<file path="src/hw/rtl/iee_pkg.sv">
`default_nettype none
package iee_pkg;
  localparam int unsigned VAL_W = 32;

  typedef enum logic [1:0] {
    OP_ADD = 2'd0,
    OP_SUB = 2'd1,
    OP_MUL = 2'd2,
    OP_DIV = 2'd3
  } op_t;

  typedef enum logic [1:0] {
    ST_OK       = 2'd0,
    ST_MISSING  = 2'd1,
    ST_DIVZERO  = 2'd2,
    ST_OVERFLOW = 2'd3
  } status_t;

  localparam logic [7:0] CH_ADD  = 8'h2B;
  localparam logic [7:0] CH_SUB  = 8'h2D;
  localparam logic [7:0] CH_MUL  = 8'h2A;
  localparam logic [7:0] CH_DIV  = 8'h2F;
  localparam logic [7:0] CH_ZERO = 8'd48;
  localparam logic [7:0] CH_NINE = 8'd57;

  typedef struct packed {
    logic op_push;
    logic op_pop;
    logic val_push;
    logic load_ops;
    logic alu_start;
    logic alu_write;
    logic read_top;
    logic clear;
    logic flag_en;
    status_t flag_code;
  } iee_cmd_t;

  typedef struct packed {
    logic op_empty;
    logic op_full;
    logic val_empty;
    logic val_full;
    logic val_lt2;
    logic top_high;
    logic alu_done;
    logic divzero;
    logic rd_ready;
  } iee_sts_t;

  function automatic logic prec_high(input op_t op);
    return (op == OP_MUL) || (op == OP_DIV);
  endfunction
endpackage
`default_nettype wire

</file>
<file path="src/hw/rtl/iee_if.sv">
`default_nettype none
interface iee_in_if;
  logic       valid;
  logic       ready;
  logic [7:0] token;
  logic       last;
  modport source (output valid, token, last, input ready);
  modport sink   (input valid, token, last, output ready);
endinterface

interface iee_out_if;
  logic               valid;
  logic               ready;
  logic signed [31:0] value;
  logic [1:0]         status;
  modport source (output valid, value, status, input ready);
  modport sink   (input valid, value, status, output ready);
endinterface
`default_nettype wire

</file>
<file path="src/hw/rtl/iee_ctrl.sv">
`default_nettype none
module iee_ctrl
  import iee_pkg::*;
(
  input  wire logic        clk,
  input  wire logic        rst_n,
  iee_in_if.sink           in_ch,
  iee_out_if.source        out_ch,
  input  wire iee_sts_t    sts,
  input  wire logic [31:0] top_value,
  output iee_cmd_t         cmd,
  output op_t              new_op,
  output logic [3:0]       digit
);
  typedef enum logic [8:0] {
    S_IDLE  = 9'b000000001,
    S_CHECK = 9'b000000010,
    S_POP   = 9'b000000100,
    S_LOAD  = 9'b000001000,
    S_WAIT  = 9'b000010000,
    S_ALU   = 9'b000100000,
    S_FIN   = 9'b001000000,
    S_READ  = 9'b010000000,
    S_OUT   = 9'b100000000
  } state_t;

  state_t      state_r, state_nxt;
  logic        ending_r, ending_nxt;
  logic        hasop_r, hasop_nxt;
  op_t         op_r, op_nxt;
  status_t     err_r, err_nxt;
  logic [31:0] oval_r, oval_nxt;
  logic [1:0]  ost_r, ost_nxt;
  logic        is_digit, is_op;
  op_t         tok_op;
  logic        flag_en;
  status_t     flag_code;

  always_comb begin
    is_op  = 1'b1;
    tok_op = OP_ADD;
    priority if (in_ch.token == CH_ADD) tok_op = OP_ADD;
    else if (in_ch.token == CH_SUB) tok_op = OP_SUB;
    else if (in_ch.token == CH_MUL) tok_op = OP_MUL;
    else if (in_ch.token == CH_DIV) tok_op = OP_DIV;
    else is_op = 1'b0;
  end
  assign is_digit = (in_ch.token >= CH_ZERO) && (in_ch.token <= CH_NINE);
  assign digit    = 4'(in_ch.token - CH_ZERO);
  assign new_op   = op_r;

  always_comb begin
    state_nxt  = state_r;
    ending_nxt = ending_r;
    hasop_nxt  = hasop_r;
    op_nxt     = op_r;
    err_nxt    = err_r;
    oval_nxt   = oval_r;
    ost_nxt    = ost_r;
    cmd        = '0;
    flag_en    = 1'b0;
    flag_code  = ST_OK;
    in_ch.ready = (state_r == S_IDLE);
    unique case (state_r)
      S_IDLE: begin
        if (in_ch.valid) begin
          ending_nxt = in_ch.last | ~(is_digit | is_op);
          hasop_nxt  = is_op;
          op_nxt     = tok_op;
          if (is_digit) begin
            if (sts.val_full) begin
              flag_en = 1'b1; flag_code = ST_OVERFLOW;
            end else begin
              cmd.val_push = 1'b1;
            end
            state_nxt = in_ch.last ? S_FIN : S_IDLE;
          end else if (is_op) begin
            state_nxt = S_CHECK;
          end else begin
            state_nxt = S_FIN;
          end
        end
      end
      S_CHECK: begin
        if (hasop_r) begin
          if (!sts.op_empty && (sts.top_high || !prec_high(op_r))) begin
            cmd.op_pop = 1'b1;
            state_nxt  = S_POP;
          end else begin
            if (sts.op_full) begin
              flag_en = 1'b1; flag_code = ST_OVERFLOW;
            end else begin
              cmd.op_push = 1'b1;
            end
            hasop_nxt = 1'b0;
            state_nxt = ending_r ? S_FIN : S_IDLE;
          end
        end else begin
          state_nxt = S_FIN;
        end
      end
      S_POP: begin
        if (sts.val_lt2) begin
          flag_en = 1'b1; flag_code = ST_MISSING;
          state_nxt = hasop_r ? S_CHECK : S_FIN;
        end else begin
          cmd.load_ops = 1'b1;
          state_nxt    = S_LOAD;
        end
      end
      S_LOAD: begin
        cmd.alu_start = 1'b1;
        state_nxt     = S_WAIT;
      end
      S_WAIT: begin
        if (sts.alu_done) begin
          cmd.alu_write = 1'b1;
          if (sts.divzero) begin
            flag_en = 1'b1; flag_code = ST_DIVZERO;
          end
          state_nxt = S_ALU;
        end
      end
      S_ALU: begin
        state_nxt = hasop_r ? S_CHECK : S_FIN;
      end
      S_FIN: begin
        if (!sts.op_empty) begin
          cmd.op_pop = 1'b1;
          state_nxt  = S_POP;
        end else begin
          cmd.read_top = 1'b1;
          state_nxt    = S_READ;
        end
      end
      S_READ: begin
        if (sts.val_empty) begin
          oval_nxt = 32'd0;
          ost_nxt  = (err_r == ST_OK) ? ST_MISSING : err_r;
        end else begin
          oval_nxt = top_value;
          ost_nxt  = err_r;
        end
        cmd.clear = 1'b1;
        err_nxt   = ST_OK;
        state_nxt = S_OUT;
      end
      S_OUT: begin
        if (out_ch.ready) state_nxt = S_IDLE;
      end
      default: state_nxt = S_IDLE;
    endcase
    if (flag_en && err_r == ST_OK) err_nxt = flag_code;
    cmd.flag_en   = flag_en;
    cmd.flag_code = flag_code;
  end

  always_ff @(posedge clk) begin
    if (!rst_n) begin
      state_r  <= S_IDLE;
      err_r    <= ST_OK;
      ending_r <= 1'b0;
      hasop_r  <= 1'b0;
    end else begin
      state_r  <= state_nxt;
      err_r    <= err_nxt;
      ending_r <= ending_nxt;
      hasop_r  <= hasop_nxt;
    end
    op_r   <= op_nxt;
    oval_r <= oval_nxt;
    ost_r  <= ost_nxt;
  end

  assign out_ch.valid  = (state_r == S_OUT);
  assign out_ch.value  = oval_r;
  assign out_ch.status = ost_r;
endmodule
`default_nettype wire

</file>
<file path="src/flat_wrapper.sv">
// flat-port wrapper written by rule: the top's interface ports become plain ports
module iee_ctrl_flat import iee_pkg::*;
  (clk, rst_n, sts, top_value, cmd, new_op, digit, in_ch_valid, in_ch_token, in_ch_last, in_ch_ready, out_ch_valid, out_ch_value, out_ch_status, out_ch_ready);
  iee_in_if in_ch_i ();
  iee_out_if out_ch_i ();
  input  wire logic clk;
  input  wire logic rst_n;
  input  wire iee_sts_t sts;
  input  wire logic [31:0] top_value;
  output iee_cmd_t cmd;
  output op_t new_op;
  output logic [3:0] digit;
  input wire logic [$bits(in_ch_i.valid)-1:0] in_ch_valid;
  input wire logic [$bits(in_ch_i.token)-1:0] in_ch_token;
  input wire logic [$bits(in_ch_i.last)-1:0] in_ch_last;
  output wire logic [$bits(in_ch_i.ready)-1:0] in_ch_ready;
  output wire logic [$bits(out_ch_i.valid)-1:0] out_ch_valid;
  output wire logic [$bits(out_ch_i.value)-1:0] out_ch_value;
  output wire logic [$bits(out_ch_i.status)-1:0] out_ch_status;
  input wire logic [$bits(out_ch_i.ready)-1:0] out_ch_ready;
  assign in_ch_i.valid = in_ch_valid;
  assign in_ch_i.token = in_ch_token;
  assign in_ch_i.last = in_ch_last;
  assign in_ch_ready = in_ch_i.ready;
  assign out_ch_valid = out_ch_i.valid;
  assign out_ch_value = out_ch_i.value;
  assign out_ch_status = out_ch_i.status;
  assign out_ch_i.ready = out_ch_ready;
  iee_ctrl u_core (.clk(clk), .rst_n(rst_n), .in_ch(in_ch_i), .out_ch(out_ch_i), .sts(sts), .top_value(top_value), .cmd(cmd), .new_op(new_op), .digit(digit));
endmodule
</file>
<file path="config.mk">
export PLATFORM = sky130hd
export DESIGN_NAME = iee_ctrl_flat
export DESIGN_NICKNAME = d
export VERILOG_FILES = /design/src/hw/rtl/iee_pkg.sv /design/src/hw/rtl/iee_if.sv /design/src/hw/rtl/iee_ctrl.sv /design/src/flat_wrapper.sv
export SDC_FILE = /design/constraint.sdc
export NUM_CORES = 1
export LEC_CHECK = 0
export BUFFER_PORTS_ARGS = -buffer_cell sky130_fd_sc_hd__buf_2
export CORE_ASPECT_RATIO = 0.75
export CORE_MARGIN = 5
export CORE_UTILIZATION = 40
export DETAILED_ROUTE_END_ITERATION = 16
export PLACE_DENSITY = 0.7
export SLEW_MARGIN = 20
export SYNTH_ARGS = -nofsm -noshare
export SYNTH_HDL_FRONTEND = slang
export SYNTH_SLANG_ARGS = --single-unit
</file>
<file path="constraint.sdc">
create_clock -name clk -period 2.9 [get_ports clk]
set_input_delay 0.145 -clock clk [delete_from_list [all_inputs] [get_ports clk]]
set_output_delay 0.145 -clock clk [all_outputs]
set_load 0.01 [all_outputs]
</file>
==> results of run 1 <==
[kinds of logic (layout without fill, tap and decap cells)]
kind of cell,after synthesis,count (layout),share of synthesized area
mux,1,1,0.004200
buf+inv,22,124,0.04724
flops,49,49,0.5627
compound gates,29,29,0.09344
xor+xnor,4,4,0.01470
simple gates,103,103,0.2777
[cell type report]
class | instances | area (µm²)
Clock inverter | 3 | 26.28
Fill cell | 550 | 2758
Inverter | 9 | 33.78
Timing Repair Buffer | 107 | 540.5
Sequential cell | 49 | 1341
Multi-Input combinational cell | 137 | 929.6
Clock buffer | 5 | 68.82
Tap cell | 78 | 97.59
[registers in the layout, indices dropped and copies added (netlist names)]
signal,cells
u_core.out_ch.value,32
u_core.state_r,9
u_core.err_r,2
u_core.new_op,2
u_core.out_ch.status,2
u_core.ending_r,1
u_core.hasop_r,1
[per-stage QoR]
stage | hold slack [ps] | util
after floorplan | 224.3 | -
after global routing | 39.14 | 0.5242
final | 32.02 | 0.5242
after global placement | 346.9 | 0.5078
after detailed placement | 348.0 | 0.5078
after CTS | 26.44 | 0.5242
[final timing paths]
kind / startpoint / endpoint / slack (ps)
worst max-delay path: u_core.state_r[0] / cmd[0] / 620
worst min-delay path: sts[4] / u_core.state_r[3] / 30
worst max register to register: u_core.state_r[1] / u_core.out_ch.value[15] / 920
worst min register to register: u_core.err_r[0] / u_core.err_r[0] / 480
[cell usage after synthesis, drive strengths merged (2+ instances only)]
cell     number  area, µm²
a21o          2      15.01
a21oi         5      28.78
and2          4      25.02
and3          6      42.54
and4b         2      20.02
buf           9      63.81
clkbuf        4      15.01
dfxtp        13      260.3
edfxtp       36       1081
inv           9      33.78
nand2         7      26.28
nand2b        2      12.51
nand3         3      15.01
nand4         5      31.28
nand4b        2      17.52
nor2         17      63.81
nor2b        34      212.7
nor3          5      52.55
nor4          5      52.55
o211ai        4      40.03
o21ai         7      35.03
o2bb2ai       2      17.52
or2           3      18.77
or3           3      18.77
xnor2         2      17.52
xor2          2      17.52
[cells in the final DEF (no fill, tap or decap), types with 4 or more instances in the layout]
cell type  instances
nor2_1            17
edfxtp_1          36
clkbuf_8           5
and3_1             5
buf_2            105
nor2b_1           34
inv_1              9
nand4_1            5
nand2_1            7
a21oi_1            4
o21ai_0            7
dfxtp_1           13
and2_1             4
[report_power, final]
group / internal (mW) / switching (mW)
registers: 0.784 / 0.0496
clock network: 0.176 / 0.244
logic: 0.155 / 0.191
total: 1.11 / 0.485
[routing by layer]
metal  share of wire  wire [µm]
met1            0.44       2456
met2            0.47       2666
met5               0          0
met4           0.015         86
met3           0.075        423
==> qor.yml, run 1 <==
run_status:
  status: "completed"
floorplan:
  initial_core_util: 0.4113
  design.die.area_um2: 7619
  io-pin-count: 107
  die_x_um: 99.14
  core_um2: 5796
  num_rows: 24
  die_height_um: 76.85
place:
  post-place-ws_ps: 927.6
  detailed_place_hpwl_mm: 4.427
  finalWeightedCongestion: 0.7936
  placed_cells: 380
  port_buffers: 105
  post_dp_cell_area_um2: 2943
pwr:
  cellLeakagePower_nw: 1.309
  vdd_drop_max_uv: 182.4
  powerDensity_nw_per_um2: 526.5
  finalPower_mw: 1.599
critical_path:
  start_kind: "flip-flop"
  cp_slowest_stage_delay_ps: 560
  r2r_cells: 4
  critical_path.endpoint_type: "output port"
  critical_path_cell_count: 5
  worst_path_cell_trace: "nor4b_2, nand4_1, o32ai_2, or2_2, buf_2"
  crit_path_max_fanout: 10
  cpMaxStageDelayCell: "dfxtp_1"
  cp.required_ps: 2760
  critical_path_arrival_ps: 2140
  path_class: "flip-flop to output port"
  path_buf_inv: 1
  cell_type_group_with_the_largest_total_delay_on_the_critical_path: "simple AND/OR/NAND/NOR gates"
global_route:
  vias_in_the_first_global_route: 1825
  largest_net_degree_at_the_start_of_global_routing: 34
  track_usage: 0.1461
  globalRoute.totalOverflow: 0
  busiest_layer: "met2"
  grt_first_pass_wirelength_mm: 8.894
  antenna_violations_before_repair: 0
  grt_use_met1: 0.1954
  gr-usage-met3: 0.03626
  grt_util_met2: 0.2319
yosys:
  yosysSeqAreaShare: 0.5627
  syn_avg_cell_area_um2: 11.46
  synth_enable_flop_cells: 36
  yosysWarnings: 0
  netlist_area_um2: 2384
  synth_cell_types: 50
  synth_seq_cells: 49
  dominantRegCellSynth: "edfxtp_1"
  synthCells: 208
  synthArstFlopShare: 0
  postSynthNetCount: 262
sta:
  grt_setup_unrepaired: "false"
  timing_worst_slew_pin_value_ps: 566.0
  fin_skew_ps: 8.242
  slew_headroom: 0.6227
  timing.final.max_slew_violations: 0
  setup_violators_final: 0
  final-hold-violation-count: 0
  fmax_ghz: 0.4381
  setup_tns_ps: 0
  finalWorstPathRequiredPeriod_ps: 2282
  layout_worst_path_cycle_share: 0.7871
  layout_setup_ws_ps: 617.5
clock_tree:
  cts.hold.buffers_added: 0
  cts_resized: 0
  insertion_delay_to_the_later_sink_of_the_worst_skew_pair_ps: 300
  clock_tree.buffer_depth: 2
  cts_made_buffers: 5
  worst_setup_hold_path_clk_slew_ps: 90
  cts-htree-levels: 2
  clock_tree_from_tritoncts: "done"
  numClockSinks: 49
  cts.repair_timing.setup_buffer_count: 0
  cts_root_buffer: "clkbuf_8"
route:
  sum_of_routed_wire_length_over_all_layers_mm: 5.633
  drt-wirelength-per-cell_um: 14.52
  drtIter0Drc: 110
  drc: 0
  ant_nets: 0
  detailroute.via_count: 1932
  routed_via_density: 4.979
  drt_pre_antenna_iters: 4
layout:
  final_cells: 388
  drive_above_1_share: 0.4194
  antennaDiodeCount: 0
  fin_nets: 363
  fin_area_um2: 3038
  layout_area_growth_over_synthesis_pct: 27.45
worst_hold_path:
  timing.hold.worst_path_depth: 2
  hold_path_class: "input pin to flip-flop"
job:
  drv_cap: 0
No activity file was read; power rests on OpenSTA's default activity.
==> run 2, diff against run 1 <==
- PLACE_DENSITY: 0.7 -> 0.72
- clock period: 2.9 -> 1.99 ns (I/O delays scaled with it)
==> run 2 against run 1 <==
Against the previous run: wire length grew 5.2%; count of clock-buffer cells in the layout is the same; utilization grew 3.5 points; the flow now finishes with violations (negative setup slack); critical path type unchanged; sequential cell count is the same; worst hold slack gained 41 ps; global-route usage grew 0.84 points; non-clock buffer count grew 10; largest cell class unchanged; worst setup slack lost 630 ps; via count grew 1.4%.
==> qor.yml, run 2 (same netlist as run 1, synthesis figures left out) <==
global_route:
  track_usage: 0.1545  # +0.008450
  grt_first_pass_wirelength_mm: 9.411  # +5.8%
  grt_use_met1: 0.1873  # -0.008094
  grt_util_met2: 0.2614  # +0.02949
  antenna_violations_before_repair: 0  # unchanged
  globalRoute.totalOverflow: 0  # unchanged
  busiest_layer: "met2"
  largest_net_degree_at_the_start_of_global_routing: 34  # unchanged
  vias_in_the_first_global_route: 1907  # +4.5%
  gr-usage-met3: 0.05077  # +0.01451
layout:
  final_cells: 398  # +2.6%
  layout.cells.most_common_list: "buf_2 (105), edfxtp_1 (36), nor2b_1 (34)"
  layout_area_growth_over_synthesis_pct: 35.85
  drive_above_1_share: 0.4625  # +0.04315
  multiInputGateArea_um2: 960.9  # +3.4%
  fin_nets: 373  # +2.8%
  postLayoutCoreUtil: 0.5587  # +0.03454
  antennaDiodeCount: 0  # unchanged
  fin_area_um2: 3238  # +6.6%
  seqCellArea_um2: 1358  # +1.2%
  commonest_non_fill_non_tap_cell_in_the_layout: "buf_2"
  largest_register_ff_count: 32  # unchanged
  fillers: 528  # -4.0%
sta:
  setup_violators_final: 1  # +1
  layout_setup_ws_ps: -12.05  # -629.6 ps
  fmax_ghz: 0.4995
  slew_headroom: 0.6212  # -0.001506
  layout_worst_path_cycle_share: 1.006
  fin_skew_ps: 9.345  # +1.102 ps
  timing_worst_slew_pin_value_ps: 568.2  # +2.259 ps
  finalWorstPathRequiredPeriod_ps: 2002
  setup_tns_ps: -12.05  # -12.05 ps
  finalHoldWorstSlack_ps: 72.97  # +40.94 ps
  timing.final.max_slew_violations: 0  # unchanged
  final-hold-violation-count: 0  # unchanged
  grt_setup_unrepaired: "true"
pwr:
  portion_of_total_power_attributed_to_the_clock_network: 0.317  # +0.055
  power_switching_mw: 0.7250  # +50%
  switching_power_share_of_the_total: 0.2708  # -0.03232
  p_comb_frac: 0.223  # +0.006
  powerDensity_nw_per_um2: 826.7  # +57%
  cellLeakagePower_nw: 1.394  # +6.5%
  power_frac_seq: 0.460  # -0.061
  finalPower_mw: 2.677  # +67%
  vdd_drop_max_uv: 386.9  # +110%
  internal-power_mw: 1.952  # +75%
route:
  drt-wirelength-per-cell_um: 14.89  # +2.5%
  detailroute.via_count: 1959  # +1.4%
  sum_of_routed_wire_length_over_all_layers_mm: 5.925  # +5.2%
  drc: 0  # unchanged
  routed_via_density: 4.922  # -1.2%
  ant_nets: 0  # unchanged
  drt_pre_antenna_iters: 4  # unchanged
  drtIter0Drc: 70  # -36%
worst_hold_path:
  hold_path_class: "input pin to flip-flop"
  holdPathEnd: "u_core.state_r[7]"
  hold_path_startpoint: "sts[8]"
  timing.hold.worst_path_depth: 2  # unchanged
clock_tree:
  clock_tree.buffer_depth: 2  # unchanged
  cts_root_buffer: "clkbuf_8"
  numClockSinks: 49  # unchanged
  cts-htree-levels: 2  # unchanged
  cts_made_buffers: 5  # unchanged
  worst_setup_hold_path_clk_slew_ps: 90  # about the same
  insertion_delay_to_the_later_sink_of_the_worst_skew_pair_ps: 300  # about the same
  clock_tree_from_tritoncts: "done"
critical_path:
  start_kind: "flip-flop"
  r2r_cells: 5  # +1
  reg2reg_to: "u_core.state_r[0]"
  crit_path_max_fanout: 7  # -3
  path_class: "flip-flop to output port"
  timing.rr.start: "u_core.state_r[8]"
  critical_path.endpoint_type: "output port"
  reg2reg_setup_slack_ps: 200  # -720 ps
  critical_path_arrival_ps: 1900  # -240 ps
  cp.required_ps: 1890  # -870 ps
place:
  detailed_place_hpwl_mm: 4.566  # +3.1%
  post-place-ws_ps: 173.9  # -753.7 ps
  placed_cells: 382  # +0.53%
  post_dp_cell_area_um2: 2987  # +1.5%
  finalWeightedCongestion: 0.7949  # +0.16%
  port_buffers: 105  # unchanged
floorplan:
  core_um2: 5796  # unchanged
  die_x_um: 99.14  # unchanged
  initial_core_util: 0.4113  # unchanged
  die_height_um: 76.85  # unchanged
  num_rows: 24  # unchanged
  design.die.area_um2: 7619  # unchanged
  io-pin-count: 107  # unchanged
job:
  drv_cap: 0  # unchanged
run_status:
  failed_checks: "negative setup slack"
  status: "finished with violations"
## run 2: changes by cell type in the layout (fill, tap and decap cells not counted), moves of 2 or more
cell / change
dfxtp_4: +3
bufinv_16: +2
buf_4: +6
dfxtp_2: +4
buf_12: +2
dfxtp_1: -7
## run 2: critical path, cell delays in order (launching register included)
cell and delay [ps]:
dfxtp_1 390, or3_1 490, nor3_4 240, and3_4 240, or3_1 110, buf_2 130
## run 2: layout make-up
cell class | instances | area share
clock buffer | 5 | 0.02125
clock inverter | 3 | 0.02125
sequential | 49 | 0.4192
inverter | 9 | 0.01159
tap | 78 | 0.03014
multi-input combinational | 137 | 0.2968
timing repair buffer | 117 | 0.1998
## run 2: power groups by stage
stage,Sequential (mW),Combinational [mW],Clock [mW]
2_1_floorplan,1.20,0.377,0
3_3_place_gp,1.23,0.509,0
6_report,1.23,0.596,0.849
4_1_cts,1.23,0.577,0.864
5_1_grt,1.24,0.649,0.912
3_5_place_dp,1.24,0.519,0
## run 2: how the worst max path moves through the flow
stage / slack [ps] / cells after the start / end / startpoint
floorplan: 100 / 4 / u_core.out_ch.status[0] / u_core.state_r[1]
CTS: -60 / 5 / cmd[2] / u_core.state_r[6]
global route: -120 / 5 / cmd[3] / u_core.state_r[8]
finish: -10 / 5 / cmd[2] / u_core.state_r[8]
global placement: 190 / 5 / cmd[1] / u_core.state_r[2]
detailed placement: 170 / 5 / u_core.state_r[0] / u_core.state_r[5]
## run 2: repair_timing
| action | in CTS | in global routing |
|---|---|---|
| pin swaps | 7 | 4 |
| hold buffers | 1 | 0 |
| endpoints found under the setup margin | 6 | 6 |
| hold endpoints to repair | 1 | 0 |
| buffers inserted | 7 | 0 |
| gates resized for setup | 13 | 2 |
## run 2: routing by layer
layer | wire (µm) | share of wire
met4 | 59 | 0.010
met1 | 2469 | 0.42
met2 | 2928 | 0.49
met5 | 0 | 0
met3 | 467 | 0.079
==> run 3, diff against run 2 <==
- PLACE_DENSITY: 0.72 -> unset
- PLACE_DENSITY_LB_ADDON: unset -> 0.08
- REMOVE_ABC_BUFFERS: unset -> 1
==> run 3 against run 2 <==
Against the previous run: the run now ends clean; power fell by 8.5%; first-iteration DRC count is 29% higher; count of clock-buffer cells in the layout is 1 higher; highest routed layer unchanged; non-clock buffer count is 11 higher; largest power group unchanged; combinational power grew 12%; largest cell class unchanged.
==> qor.yml, run 3 (same netlist as run 1, synthesis figures left out) <==
sta:
  timing.final.max_slew_violations: 0  # unchanged
  layout_worst_path_cycle_share: 0.9928  # -0.01327
  fmax_ghz: 0.5062  # +1.3%
  setup_tns_ps: 0  # +12.05 ps
  finalWorstPathRequiredPeriod_ps: 1976  # -26.41 ps
  setup_violators_final: 0  # -1
  grt_setup_unrepaired: "true"
  final-hold-violation-count: 0  # unchanged
  timing_worst_slew_pin_value_ps: 585.7  # +17.52 ps
  fin_skew_ps: 4.677  # -4.668 ps
  slew_headroom: 0.6095  # -0.01168
worst_hold_path:
  hold_path_class: "input pin to flip-flop"
route:
  wl_met2_mm: 2.765  # -5.6%
  met1_layer_wirelength_in_the_final_routing_mm: 2.756  # +12%
  sum_of_routed_wire_length_over_all_layers_mm: 6.209  # +4.8%
  ant_nets: 0  # unchanged
  drt_pre_antenna_iters: 4  # unchanged
  met3RoutedLength_um: 655  # +40%
  drtIter0Drc: 90  # +29%
  drc: 0  # unchanged
  drt-wirelength-per-cell_um: 15.18  # +2.0%
  top_layer: "met4"
  routed_via_density: 4.924  # about the same
  detailroute.via_count: 2014  # +2.8%
pwr:
  cellLeakagePower_nw: 1.423  # +2.1%
  powerDensity_nw_per_um2: 745.8  # -9.8%
  vdd_drop_max_uv: 413.7  # +6.9%
global_route:
  antenna_violations_before_repair: 0  # unchanged
  grt_first_pass_wirelength_mm: 9.604  # +2.1%
  vias_in_the_first_global_route: 1954  # +2.5%
  globalRoute.totalOverflow: 0  # unchanged
  track_usage: 0.1571  # +0.002591
  largest_net_degree_at_the_start_of_global_routing: 36  # +5.9%
layout:
  antennaDiodeCount: 0  # unchanged
  largest_register_ff_count: 32  # unchanged
  fillers: 528  # unchanged
  layout.cells.most_common_list: "buf_2 (104), edfxtp_1 (36), nor2b_1 (34)"
  drive_above_1_share: 0.4864  # +0.02390
  postLayoutCoreUtil: 0.5665  # +0.007772
  fin_area_um2: 3283  # +1.4%
  layout_area_growth_over_synthesis_pct: 37.74
  final_cells: 409  # +2.8%
  commonest_non_fill_non_tap_cell_in_the_layout: "buf_2"
  fin_nets: 384  # +2.9%
critical_path:
  cp.required_ps: 1890  # about the same
  critical_path.endpoint_type: "output port"
  crit_path_max_fanout: 3  # -4
  start_kind: "flip-flop"
  path_class: "flip-flop to output port"
  critical_path_arrival_ps: 1880  # -20 ps
place:
  post_dp_cell_area_um2: 3030  # +1.5%
  finalWeightedCongestion: 0.8495  # +6.9%
  port_buffers: 105  # unchanged
  placed_cells: 390  # +2.1%
  detailed_place_hpwl_mm: 4.531  # -0.78%
floorplan:
  num_rows: 24  # unchanged
  io-pin-count: 107  # unchanged
  core_um2: 5796  # unchanged
  design.die.area_um2: 7619  # unchanged
  initial_core_util: 0.4113  # unchanged
  die_x_um: 99.14  # unchanged
  die_height_um: 76.85  # unchanged
clock_tree:
  clock_tree.buffer_depth: 2  # unchanged
  cts_made_buffers: 5  # unchanged
  cts-htree-levels: 2  # unchanged
  insertion_delay_to_the_later_sink_of_the_worst_skew_pair_ps: 300  # about the same
  worst_setup_hold_path_clk_slew_ps: 90  # about the same
  cts_root_buffer: "clkbuf_8"
  clock_tree_from_tritoncts: "done"
  numClockSinks: 49  # unchanged
run_status:
  status: "completed"
job:
  drv_cap: 0  # unchanged
[run 3: changes by cell type in the layout (fill, tap and decap cells not counted), moves of 2 or more]
cell       before  now
nor2_4          0    2
bufinv_16       2    0
or3_4           0    2
buf_4           8   19
nor2_1         17   15
or3_1           3    1
[run 3: power breakdown]
group          switching, mW  internal, mW
clock network          0.340         0.248
registers             0.0447          1.15
logic                  0.353         0.315
total                  0.737          1.71
[run 3: final cells by class]
type | count | area (µm²) | share of cell area
timing repair buffer | 128 | 734.5 | 0.2237
inverter | 9 | 33.78 | 0.01029
clock inverter | 2 | 15.01 | 0.004573
multi-input combinational | 137 | 974.7 | 0.2969
sequential | 49 | 1355 | 0.4127
tap | 78 | 97.59 | 0.02973
clock buffer | 6 | 72.57 | 0.02210
[run 3: stage by stage]
step | setup WS, ps | hold slack (ps) | power (mW)
global route | -58.19 | 62.44 | 2.576
global placement | 230.4 | 297.5 | 1.800
finish | 14.36 | 78.23 | 2.449
CTS | -33.62 | 68.79 | 2.410
detailed placement | 227.9 | 300.5 | 1.808
floorplan | -115.4 | 178.8 | 1.553
[run 3: metal layers]
layer | vias to the layer above | GRT usage
li1 | 989 | -
met1 | 928 | 0.2178
met2 | 93 | 0.2326
met3 | 4 | 0.06800
met4 | 0 | 0.02319
met5 | - | 0
[run 3: worst max-delay path, stage by stage, from the launching register on]
cell and delay (ps):
dfxtp_4 370, or4b_4 580, nor3_4 160, and3_4 240, a311o_1 100, buf_2 120
[run 3: worst paths after layout]
check                            to  slack [ps]               from  cells past startpoint
hold / removal      u_core.ending_r          80         in_ch_last                      2
setup reg to reg  u_core.state_r[0]         230  u_core.state_r[6]                      6
hold reg to reg     u_core.err_r[0]         480    u_core.err_r[0]                      2
setup / recovery             cmd[1]          10  u_core.state_r[6]                      5
[run 3: repair_timing]
item | 4_1_cts | 5_1_grt
buffers inserted | 2 | 7
gates cloned | 0 | 1
hold buffers | 1 | 0
resized for setup | 7 | 12
pin swaps | 5 | 10
endpoints found under the setup margin | 3 | 5
hold endpoints to repair | 1 | 0
